===== config.mk =====
export PLATFORM = sky130hd
export DESIGN_NAME = sensor_window_average_alarm
export DESIGN_NICKNAME = d
export VERILOG_FILES = /design/src/hdl/swaa_pkg.sv /design/src/hdl/swaa_div.sv /design/src/hdl/sensor_window_average_alarm.sv
export SDC_FILE = /design/constraint.sdc
export NUM_CORES = 2
export LEC_CHECK = 0
export BUFFER_PORTS_ARGS = -buffer_cell sky130_fd_sc_hd__clkbuf_2
export CORE_AREA = 2 2 450 452
export CTS_BUF_LIST = sky130_fd_sc_hd__clkbuf_8
export DETAILED_ROUTE_END_ITERATION = 8
export DIE_AREA = 0 0 452 454
export PLACE_DENSITY = 0.62
export SLEW_MARGIN = 20
export SYNTH_ARGS = -nofsm -noshare
export SYNTH_HDL_FRONTEND = slang
export SYNTH_HIERARCHICAL = 1
export SYNTH_SLANG_ARGS = --single-unit

===== constraint.sdc =====
create_clock -name i_clk -period 15.8 [get_ports i_clk]
set_input_delay 3.16 -clock i_clk [delete_from_list [all_inputs] [get_ports i_clk]]
set_output_delay 3.16 -clock i_clk [all_outputs]
set_load 0.03 [all_outputs]

===== src/hdl/swaa_pkg.sv =====
// ============================================================================
// swaa_pkg
// Shared types and constants for the sensor window average alarm.
// ============================================================================
package swaa_pkg;

    localparam int TEMP_W = 16;
    localparam int ID_W   = 16;
    localparam int TIME_W = 32;

    // input item kinds
    typedef enum logic [1:0] {
        KIND_CLEAR  = 2'd0,
        KIND_APPEND = 2'd1,
        KIND_SAMPLE = 2'd2,
        KIND_RSVD   = 2'd3
    } t_kind;

    // result status codes
    typedef enum logic [2:0] {
        ST_LOADED  = 3'd0,
        ST_FULL    = 3'd1,
        ST_CLEARED = 3'd2,
        ST_INVALID = 3'd3,
        ST_FILLING = 3'd4,
        ST_NORMAL  = 3'd5,
        ST_HOT     = 3'd6,
        ST_COLD    = 3'd7
    } t_status;

    // configuration register indexes
    localparam int CFG_ADDR_W = 2;
    localparam logic [CFG_ADDR_W-1:0] CFG_MIN_TEMP = 2'd0;
    localparam logic [CFG_ADDR_W-1:0] CFG_MAX_TEMP = 2'd1;

    localparam logic signed [TEMP_W-1:0] MIN_TEMP_RST = 16'sd2560;  // 10.0
    localparam logic signed [TEMP_W-1:0] MAX_TEMP_RST = 16'sd5120;  // 20.0

    // sequencer states
    typedef enum logic [10:0] {
        S_IDLE   = 11'b000_0000_0001,
        S_APP    = 11'b000_0000_0010,
        S_CLR    = 11'b000_0000_0100,
        S_SRD    = 11'b000_0000_1000,
        S_SCMP   = 11'b000_0001_0000,
        S_WR     = 11'b000_0010_0000,
        S_SUMRD  = 11'b000_0100_0000,
        S_SUMACC = 11'b000_1000_0000,
        S_DIV    = 11'b001_0000_0000,
        S_DWAIT  = 11'b010_0000_0000,
        S_OUT    = 11'b100_0000_0000
    } t_state;

endpackage


===== src/hdl/swaa_div.sv =====
// ============================================================================
// swaa_div
// Signed divide by a constant, quotient truncated toward zero.
// ============================================================================
// The magnitude is multiplied by M = ceil(2^K / DIVISOR) and shifted down by K,
// with K = SUM_W + clog2(DIVISOR). This is exact for every magnitude below
// 2^SUM_W. The sign is put back on the truncated magnitude. The magnitude and sign
// are registered first, then the product's upper bits. o_done pulses when the quotient
// is ready.
module swaa_div #(
    parameter int DIVISOR = 5,
    parameter int SUM_W   = 19
) (
    input  logic                    i_clk,
    input  logic                    i_rst_n,
    input  logic                    i_start,
    input  logic signed [SUM_W-1:0] i_dividend,
    output logic                    o_done,
    output logic signed [SUM_W-1:0] o_quotient
);

    localparam int RECIP_SH = SUM_W + $clog2(DIVISOR);
    localparam int PROD_W   = SUM_W + RECIP_SH;
    localparam longint unsigned ONE_SH = 64'd1 << RECIP_SH;
    localparam longint unsigned RECIP  = (ONE_SH + 64'(DIVISOR) - 64'd1) / 64'(DIVISOR);
    localparam logic [PROD_W-1:0] RECIP_C = PROD_W'(RECIP);

    logic [1:0]        r_stage;
    logic              r_neg;
    logic [SUM_W-1:0]  r_mag;
    logic [SUM_W-1:0]  r_q;
    logic [PROD_W-1:0] prod;

    always_comb begin
        prod = PROD_W'(r_mag) * RECIP_C;
    end

    always_ff @(posedge i_clk) begin
        if (!i_rst_n) begin
            r_stage <= '0;
        end else begin
            r_stage <= {r_stage[0], i_start};
        end
    end

    always_ff @(posedge i_clk) begin
        if (i_start) begin
            r_neg <= i_dividend[SUM_W-1];
            r_mag <= i_dividend[SUM_W-1] ? SUM_W'(-i_dividend) : SUM_W'(i_dividend);
        end
        if (r_stage[0]) begin
            r_q <= prod[RECIP_SH +: SUM_W];
        end
    end

    assign o_done     = r_stage[1];
    assign o_quotient = r_neg ? -$signed(r_q) : $signed(r_q);

endmodule


===== src/hdl/sensor_window_average_alarm.sv =====
// ============================================================================
// sensor_window_average_alarm
// Sensor-to-room map with a per-sensor moving-average temperature alarm.
// ============================================================================
// Input words (i_valid/o_ready) are clear, append map entry or sample. Each
// word gives exactly one result word on o_valid/i_ready. A new word is taken
// only after the previous result has been taken, so a stalled receiver holds
// off the input side. min_temp/max_temp must be written through i_cfg_* only while idle;
// the block does not enforce this. Steps from input accept to the result:
//   clear, reserved kind, append to full table: result directly
//   append: table entry written, then the new window zeroed, one sample a cycle
//   sample: table read and compare per entry up to the match (or entry_count);
//     a full window then adds the window sum, the reciprocal-multiply divide and classify.
//   The block is ready again in the cycle after its result is taken.
// The table scan (a read and a compare per entry on the table memory port) and the
// window sum set the rate. Reset empties the table and loads the threshold
// defaults. No memory clearing pass is needed, because an entry's window and
// position are cleared when the entry is appended.
// ============================================================================
module sensor_window_average_alarm #(
    parameter int MAX_SENSORS = 16,
    parameter int WINDOW_LEN  = 5
) (
    input  logic                                  i_clk,
    input  logic                                  i_rst_n,
    // configuration
    input  logic                                  i_cfg_we,
    input  logic [swaa_pkg::CFG_ADDR_W-1:0]       i_cfg_addr,
    input  logic [swaa_pkg::TEMP_W-1:0]           i_cfg_data,
    // input channel
    input  logic                                  i_valid,
    output logic                                  o_ready,
    input  logic [1:0]                            i_kind,
    input  logic [swaa_pkg::ID_W-1:0]             i_sensor_id,
    input  logic [swaa_pkg::ID_W-1:0]             i_room_id,
    input  logic signed [swaa_pkg::TEMP_W-1:0]    i_sample_value,
    input  logic [swaa_pkg::TIME_W-1:0]           i_sample_time,
    // result channel
    output logic                                  o_valid,
    input  logic                                  i_ready,
    output swaa_pkg::t_status                     o_status,
    output logic [swaa_pkg::ID_W-1:0]             o_out_sensor_id,
    output logic [swaa_pkg::ID_W-1:0]             o_out_room_id,
    output logic signed [swaa_pkg::TEMP_W-1:0]    o_average,
    output logic [swaa_pkg::TIME_W-1:0]           o_out_time
);

    import swaa_pkg::*;

    localparam int IDX_W = (MAX_SENSORS > 1) ? $clog2(MAX_SENSORS) : 1;
    localparam int CNT_W = $clog2(MAX_SENSORS + 1);
    localparam int POS_W = (WINDOW_LEN > 1) ? $clog2(WINDOW_LEN) : 1;
    localparam int J_W   = POS_W + 1;
    localparam int WIN_D = MAX_SENSORS * WINDOW_LEN;
    localparam int WA_W  = (WIN_D > 1) ? $clog2(WIN_D) : 1;
    localparam int SUM_W = TEMP_W + $clog2(WINDOW_LEN);

    typedef struct packed {
        logic             full;
        logic [POS_W-1:0] pos;
    } t_pos_ent;

    // memories
    logic [2*ID_W-1:0]        mem_tab [MAX_SENSORS];
    t_pos_ent                 mem_pos [MAX_SENSORS];
    logic signed [TEMP_W-1:0] mem_win [WIN_D];

    t_state                   r_state, n_state;
    logic signed [TEMP_W-1:0] r_min_temp, r_max_temp;
    logic [CNT_W-1:0]         r_count;
    logic [CNT_W-1:0]         r_idx;
    logic [J_W-1:0]           r_j;
    logic [WA_W-1:0]          r_base;
    logic signed [SUM_W-1:0]  r_acc;

    logic [2*ID_W-1:0]        r_tab_q;
    t_pos_ent                 r_pos_q;
    logic signed [TEMP_W-1:0] r_win_q;

    // latched item
    logic [ID_W-1:0]          r_sid;
    logic [ID_W-1:0]          r_rid;
    logic signed [TEMP_W-1:0] r_sample;

    // result register
    t_status                  r_status;
    logic [ID_W-1:0]          r_room;
    logic signed [TEMP_W-1:0] r_avg;
    logic [TIME_W-1:0]        r_time;

    logic                     in_acc;
    logic [J_W-1:0]           p_eff;
    logic [J_W-1:0]           p_inc;
    logic                     p_wrap;
    t_pos_ent                 n_pos;
    logic                     win_we;
    logic [WA_W-1:0]          win_waddr;
    logic signed [TEMP_W-1:0] win_wdata;
    logic [WA_W-1:0]          win_raddr;
    logic                     id_match;
    logic                     last_j;

    logic                     div_done;
    logic signed [SUM_W-1:0]  div_quot;
    logic signed [TEMP_W-1:0] avg_w;

    assign o_ready = (r_state == S_IDLE);
    assign o_valid = (r_state == S_OUT);
    assign in_acc  = i_valid && o_ready;

    // write position update for a sample
    always_comb begin
        p_eff  = (J_W'(r_pos_q.pos) >= J_W'(WINDOW_LEN)) ? '0 : J_W'(r_pos_q.pos);
        p_inc  = p_eff + J_W'(1);
        p_wrap = (p_inc == J_W'(WINDOW_LEN));
        n_pos.full = r_pos_q.full | p_wrap;
        n_pos.pos  = p_wrap ? '0 : p_inc[POS_W-1:0];
    end

    assign id_match  = (r_tab_q[2*ID_W-1:ID_W] == r_sid);
    assign last_j    = (r_j == J_W'(WINDOW_LEN - 1));
    assign win_we    = (r_state == S_CLR) || (r_state == S_WR);
    assign win_waddr = r_base + WA_W'((r_state == S_CLR) ? r_j : p_eff);
    assign win_wdata = (r_state == S_CLR) ? '0 : r_sample;
    assign win_raddr = r_base + WA_W'(r_j);
    assign avg_w     = div_quot[TEMP_W-1:0];

    swaa_div #(
        .DIVISOR (WINDOW_LEN),
        .SUM_W   (SUM_W)
    ) u_div (
        .i_clk      (i_clk),
        .i_rst_n    (i_rst_n),
        .i_start    (r_state == S_DIV),
        .i_dividend (r_acc),
        .o_done     (div_done),
        .o_quotient (div_quot)
    );

    // sequencer
    always_comb begin
        n_state = r_state;
        case (r_state)
            S_IDLE: begin
                if (in_acc) begin
                    case (i_kind)
                        KIND_APPEND: n_state = (r_count >= CNT_W'(MAX_SENSORS)) ? S_OUT : S_APP;
                        KIND_SAMPLE: n_state = S_SRD;
                        default:     n_state = S_OUT;
                    endcase
                end
            end
            S_APP:    n_state = S_CLR;
            S_CLR:    n_state = last_j ? S_OUT : S_CLR;
            S_SRD:    n_state = (r_idx >= r_count) ? S_OUT : S_SCMP;
            S_SCMP:   n_state = id_match ? S_WR : S_SRD;
            S_WR:     n_state = n_pos.full ? S_SUMRD : S_OUT;
            S_SUMRD:  n_state = S_SUMACC;
            S_SUMACC: n_state = last_j ? S_DIV : S_SUMRD;
            S_DIV:    n_state = S_DWAIT;
            S_DWAIT:  n_state = div_done ? S_OUT : S_DWAIT;
            S_OUT:    n_state = i_ready ? S_IDLE : S_OUT;
            default:  n_state = S_IDLE;
        endcase
    end

    always_ff @(posedge i_clk) begin
        if (!i_rst_n) begin
            r_state    <= S_IDLE;
            r_count    <= '0;
            r_min_temp <= MIN_TEMP_RST;
            r_max_temp <= MAX_TEMP_RST;
        end else begin
            r_state <= n_state;
            if (i_cfg_we) begin
                case (i_cfg_addr)
                    CFG_MIN_TEMP: r_min_temp <= i_cfg_data;
                    CFG_MAX_TEMP: r_max_temp <= i_cfg_data;
                    default: ;
                endcase
            end
            if (in_acc && (i_kind == KIND_CLEAR)) begin
                r_count <= '0;
            end else if ((r_state == S_CLR) && last_j) begin
                r_count <= r_count + CNT_W'(1);
            end
        end
    end

    // datapath and result word
    always_ff @(posedge i_clk) begin
        case (r_state)
            S_IDLE: begin
                r_sid    <= i_sensor_id;
                r_rid    <= i_room_id;
                r_sample <= i_sample_value;
                r_room   <= '0;
                r_avg    <= '0;
                r_time   <= (i_kind == KIND_SAMPLE) ? i_sample_time : '0;
                r_idx    <= (i_kind == KIND_APPEND) ? r_count : '0;
                r_j      <= '0;
                r_acc    <= '0;
                case (i_kind)
                    KIND_CLEAR:  r_status <= ST_CLEARED;
                    KIND_APPEND: r_status <= ST_FULL;
                    default:     r_status <= ST_INVALID;
                endcase
            end
            S_APP: begin
                r_base <= WA_W'(r_idx[IDX_W-1:0] * WINDOW_LEN);
            end
            S_CLR: begin
                r_j <= r_j + J_W'(1);
                if (last_j) begin
                    r_status <= ST_LOADED;
                    r_room   <= r_rid;
                end
            end
            S_SCMP: begin
                if (id_match) begin
                    r_base <= WA_W'(r_idx[IDX_W-1:0] * WINDOW_LEN);
                    r_room <= r_tab_q[ID_W-1:0];
                end else begin
                    r_idx <= r_idx + CNT_W'(1);
                end
            end
            S_WR: begin
                r_status <= ST_FILLING;
                r_j      <= '0;
            end
            S_SUMACC: begin
                r_acc <= r_acc + SUM_W'(r_win_q);
                r_j   <= r_j + J_W'(1);
            end
            S_DWAIT: begin
                if (div_done) begin
                    r_avg <= avg_w;
                    if (avg_w > r_max_temp) begin
                        r_status <= ST_HOT;
                    end else if (avg_w < r_min_temp) begin
                        r_status <= ST_COLD;
                    end else begin
                        r_status <= ST_NORMAL;
                    end
                end
            end
            default: ;
        endcase
    end

    // table memory
    always_ff @(posedge i_clk) begin
        if (r_state == S_APP) begin
            mem_tab[r_idx[IDX_W-1:0]] <= {r_sid, r_rid};
        end
        r_tab_q <= mem_tab[r_idx[IDX_W-1:0]];
    end

    // write position / full flag memory
    always_ff @(posedge i_clk) begin
        if (r_state == S_APP) begin
            mem_pos[r_idx[IDX_W-1:0]] <= '0;
        end else if (r_state == S_WR) begin
            mem_pos[r_idx[IDX_W-1:0]] <= n_pos;
        end
        r_pos_q <= mem_pos[r_idx[IDX_W-1:0]];
    end

    // window sample memory
    always_ff @(posedge i_clk) begin
        if (win_we) begin
            mem_win[win_waddr] <= win_wdata;
        end
        r_win_q <= mem_win[win_raddr];
    end

    assign o_status        = r_status;
    assign o_out_sensor_id = r_sid;
    assign o_out_room_id   = r_room;
    assign o_average       = r_avg;
    assign o_out_time      = r_time;

    // ------------------------------------------------------------------------
    a_count_range: assert property (@(posedge i_clk) disable iff (!i_rst_n)
        r_count <= CNT_W'(MAX_SENSORS))
        else $error("entry count above table size");

    a_scan_in_table: assert property (@(posedge i_clk) disable iff (!i_rst_n)
        (r_state == S_SCMP) |-> (r_idx < r_count))
        else $error("table compare beyond entry count");

    a_div_done_wait: assert property (@(posedge i_clk) disable iff (!i_rst_n)
        div_done |-> (r_state == S_DWAIT))
        else $error("divider finished outside wait state");

    a_clear_empties: assert property (@(posedge i_clk) disable iff (!i_rst_n)
        (in_acc && (i_kind == KIND_CLEAR)) |=> (r_count == '0))
        else $error("clear word did not empty the table");

    a_full_append: assert property (@(posedge i_clk) disable iff (!i_rst_n)
        (in_acc && (i_kind == KIND_APPEND) && (r_count >= CNT_W'(MAX_SENSORS)))
        |=> (o_valid && (r_status == ST_FULL) && $stable(r_count)))
        else $error("append to full table changed state");

endmodule

==> qor.yml <==
grt_use_met3: 0.0374
holdPathStages: 2
port_buffers: 189
worstPathRequired_ns: 12.64
fin_crit_sh: 0.401
cts-buffers-inserted: 366
use_met1: 0.283
dieArea_sq_um: 205000
busiest_layer: "met2"
setup_viol: 0
syn_nets: 5385
grt_pass1_wl_microns: 313000
fin_nets: 5886
netlist_instances: 4958
finalHoldViolCount: 0
die_w_microns: 452
min_to: "r_min_temp[6]$_SDFFE_PN0P_"
core_area_sq_um: 201000
fin_skew_ns: 0.0667
tightest_slew_ns: 1.08
rsz0062_at_grt: "false"
relSlewSlack: 0.277
worstSetupStartpointType: "register"
synth_area_sq_um: 89600
io_pins: 190
drive_gt1_frac: 0.237
grt.met2_usage: 0.337
ant_nets: 0
setup_tns_ns: 0
power_leakage_nw: 34.8
cts_resized: 0
finalWeightedCongestion: 0.815
viasPerCell: 5.61
ys.warnings.count: 6
vdd_drop_max_mv: 0.153
placed_cells: 7763
finalWirelength_microns: 211000
dr.pass1.iters: 6
endpoint_kind: "primary output"
r2r-end: "mem_win[46][6]$_DFFE_PP_"
path_clk_slew_ns: 0.06
post-route-min-period_ns: 6.34
p_per_area_nw_per_um2: 147
grt_max_degree: 137
antenna_found_initial: 7
hp-start: "r_min_temp[6]$_SDFFE_PN0P_"
vias: 47102
fp-row-count: 165
status: "complete, no violations"
cp-startpoint: "r_state[8]$_SDFFE_PN0P_"
drt_iter0_drc: 4419
cts_buffer_depth: 4
gr-usage-all-layers: 0.205
drv_cap: 0
clock_latency_ns: 1.05
fmax_mhz: 158
grt_pass1_vias: 48309
drc: 0
cts_sinks: 2144
maxSlewViolCount: 0
cts.htree.levels: 5
cts_setup_buffers: 0
cts_hold_buf: 0
fill_cells: 16302
ctsRootBufferMaster: "clkbuf_8"
hpwl_microns: 122000
dieHeight_microns: 454
reg2reg_setup_slack_ns: 9.76
hp-class: "reg -> reg"
r2r-start: "r_state[4]$_SDFFE_PN0P_"
cts_tree: "yes"
critPathArrivalTime_ns: 3.18
critical_path_class: "reg -> out"
postSynthAreaPerCell_sq_um: 18.1
cp_max_fo: 7
grt-ovfl-total: 0
routedWlPerCell_microns: 25.1
start_util: 0.446
worst-r2r-cell-count: 11
fin_cells: 8402
syn_to_final_growth_pct: 12.7
## layout make-up
class / count / area, sq um / area share
diodes: 4 / 10.0 / 0.0000990
clock buffers: 380 / 5230 / 0.0518
clock inverters: 255 / 1190 / 0.0118
inverters: 265 / 997 / 0.00987
multi-input cells: 2335 / 24700 / 0.245
flip-flops and latches: 2144 / 63400 / 0.627
well taps: 2672 / 3340 / 0.0331
repair buffers: 347 / 2190 / 0.0216
## state kept, by name (all words and copies together) (netlist names), 19 cells and up
| register | count |
|---|---|
| r_tab_q | 32 |
| o_out_time | 32 |
| u_div/r_mag | 19 |
| r_acc | 19 |
| mem_win | 1280 |
| mem_tab | 512 |
| mem_pos | 64 |
## power by group
group	total, mW	leakage [nW]	internal (mW)	switching (mW)
combinational	3.43	11.6	1.25	2.18
sequential	6.93	19.4	6.73	0.198
clock	4.46	3.79	2.31	2.15
## stage by stage
step	setup slack, ns	area (sq um)	power [mW]	util	hold slack (ns)
2_1_floorplan	9.52	89600	9.25	-	0.436
5_1_grt	9.34	101000	15.4	0.503	0.477
3_3_place_gp	9.85	94600	10.5	0.471	0.443
4_1_cts	9.36	101000	15.0	0.503	0.458
6_report	9.46	101000	14.8	0.503	0.455
3_5_place_dp	9.78	94600	10.5	0.471	0.450
## critical path, cell delays in order (launching register included)
cell,delay [ns]
dfxtp_1,0.37
or2_2,0.33
or4_1,0.46
nor2_1,0.13
nand3_1,0.32
inv_4,0.22
clkbuf_2,0.29
## metal layers
layer / vias up / part of all wire
li1: 20464 / -
met1: 24646 / 0.42
met2: 1686 / 0.49
met3: 304 / 0.069
met4: 2 / 0.022
met5: - / 0.000033
## worst max-delay path by stage
stage,to,slack [ns],cells after the start
global placement,u_div/r_q[15]$_DFFE_PP_,9.85,20
CTS,o_ready,9.36,6
detailed placement,u_div/r_q[15]$_DFFE_PP_,9.78,20
finish,o_ready,9.46,6
global route,o_ready,9.34,6
floorplan,o_ready,9.52,5
## layout by cell type, fill, tap and decap left out, types with 34 or more instances in the layout
cell type,n
inv_1,394
xnor2_1,51
a21oi_1,109
a21o_1,34
nor2_1,160
nand2_1,409
clkbuf_8,380
xor2_1,40
buf_4,153
nand4_1,35
ha_1,218
dfxtp_1,102
o21ai_0,63
fa_1,102
edfxtp_1,2042
clkinv_2,37
mux4_2,503
clkbuf_2,189
clkinv_1,73
and2_1,75
nand3_1,165
No activity file was read; power rests on OpenSTA's default activity.
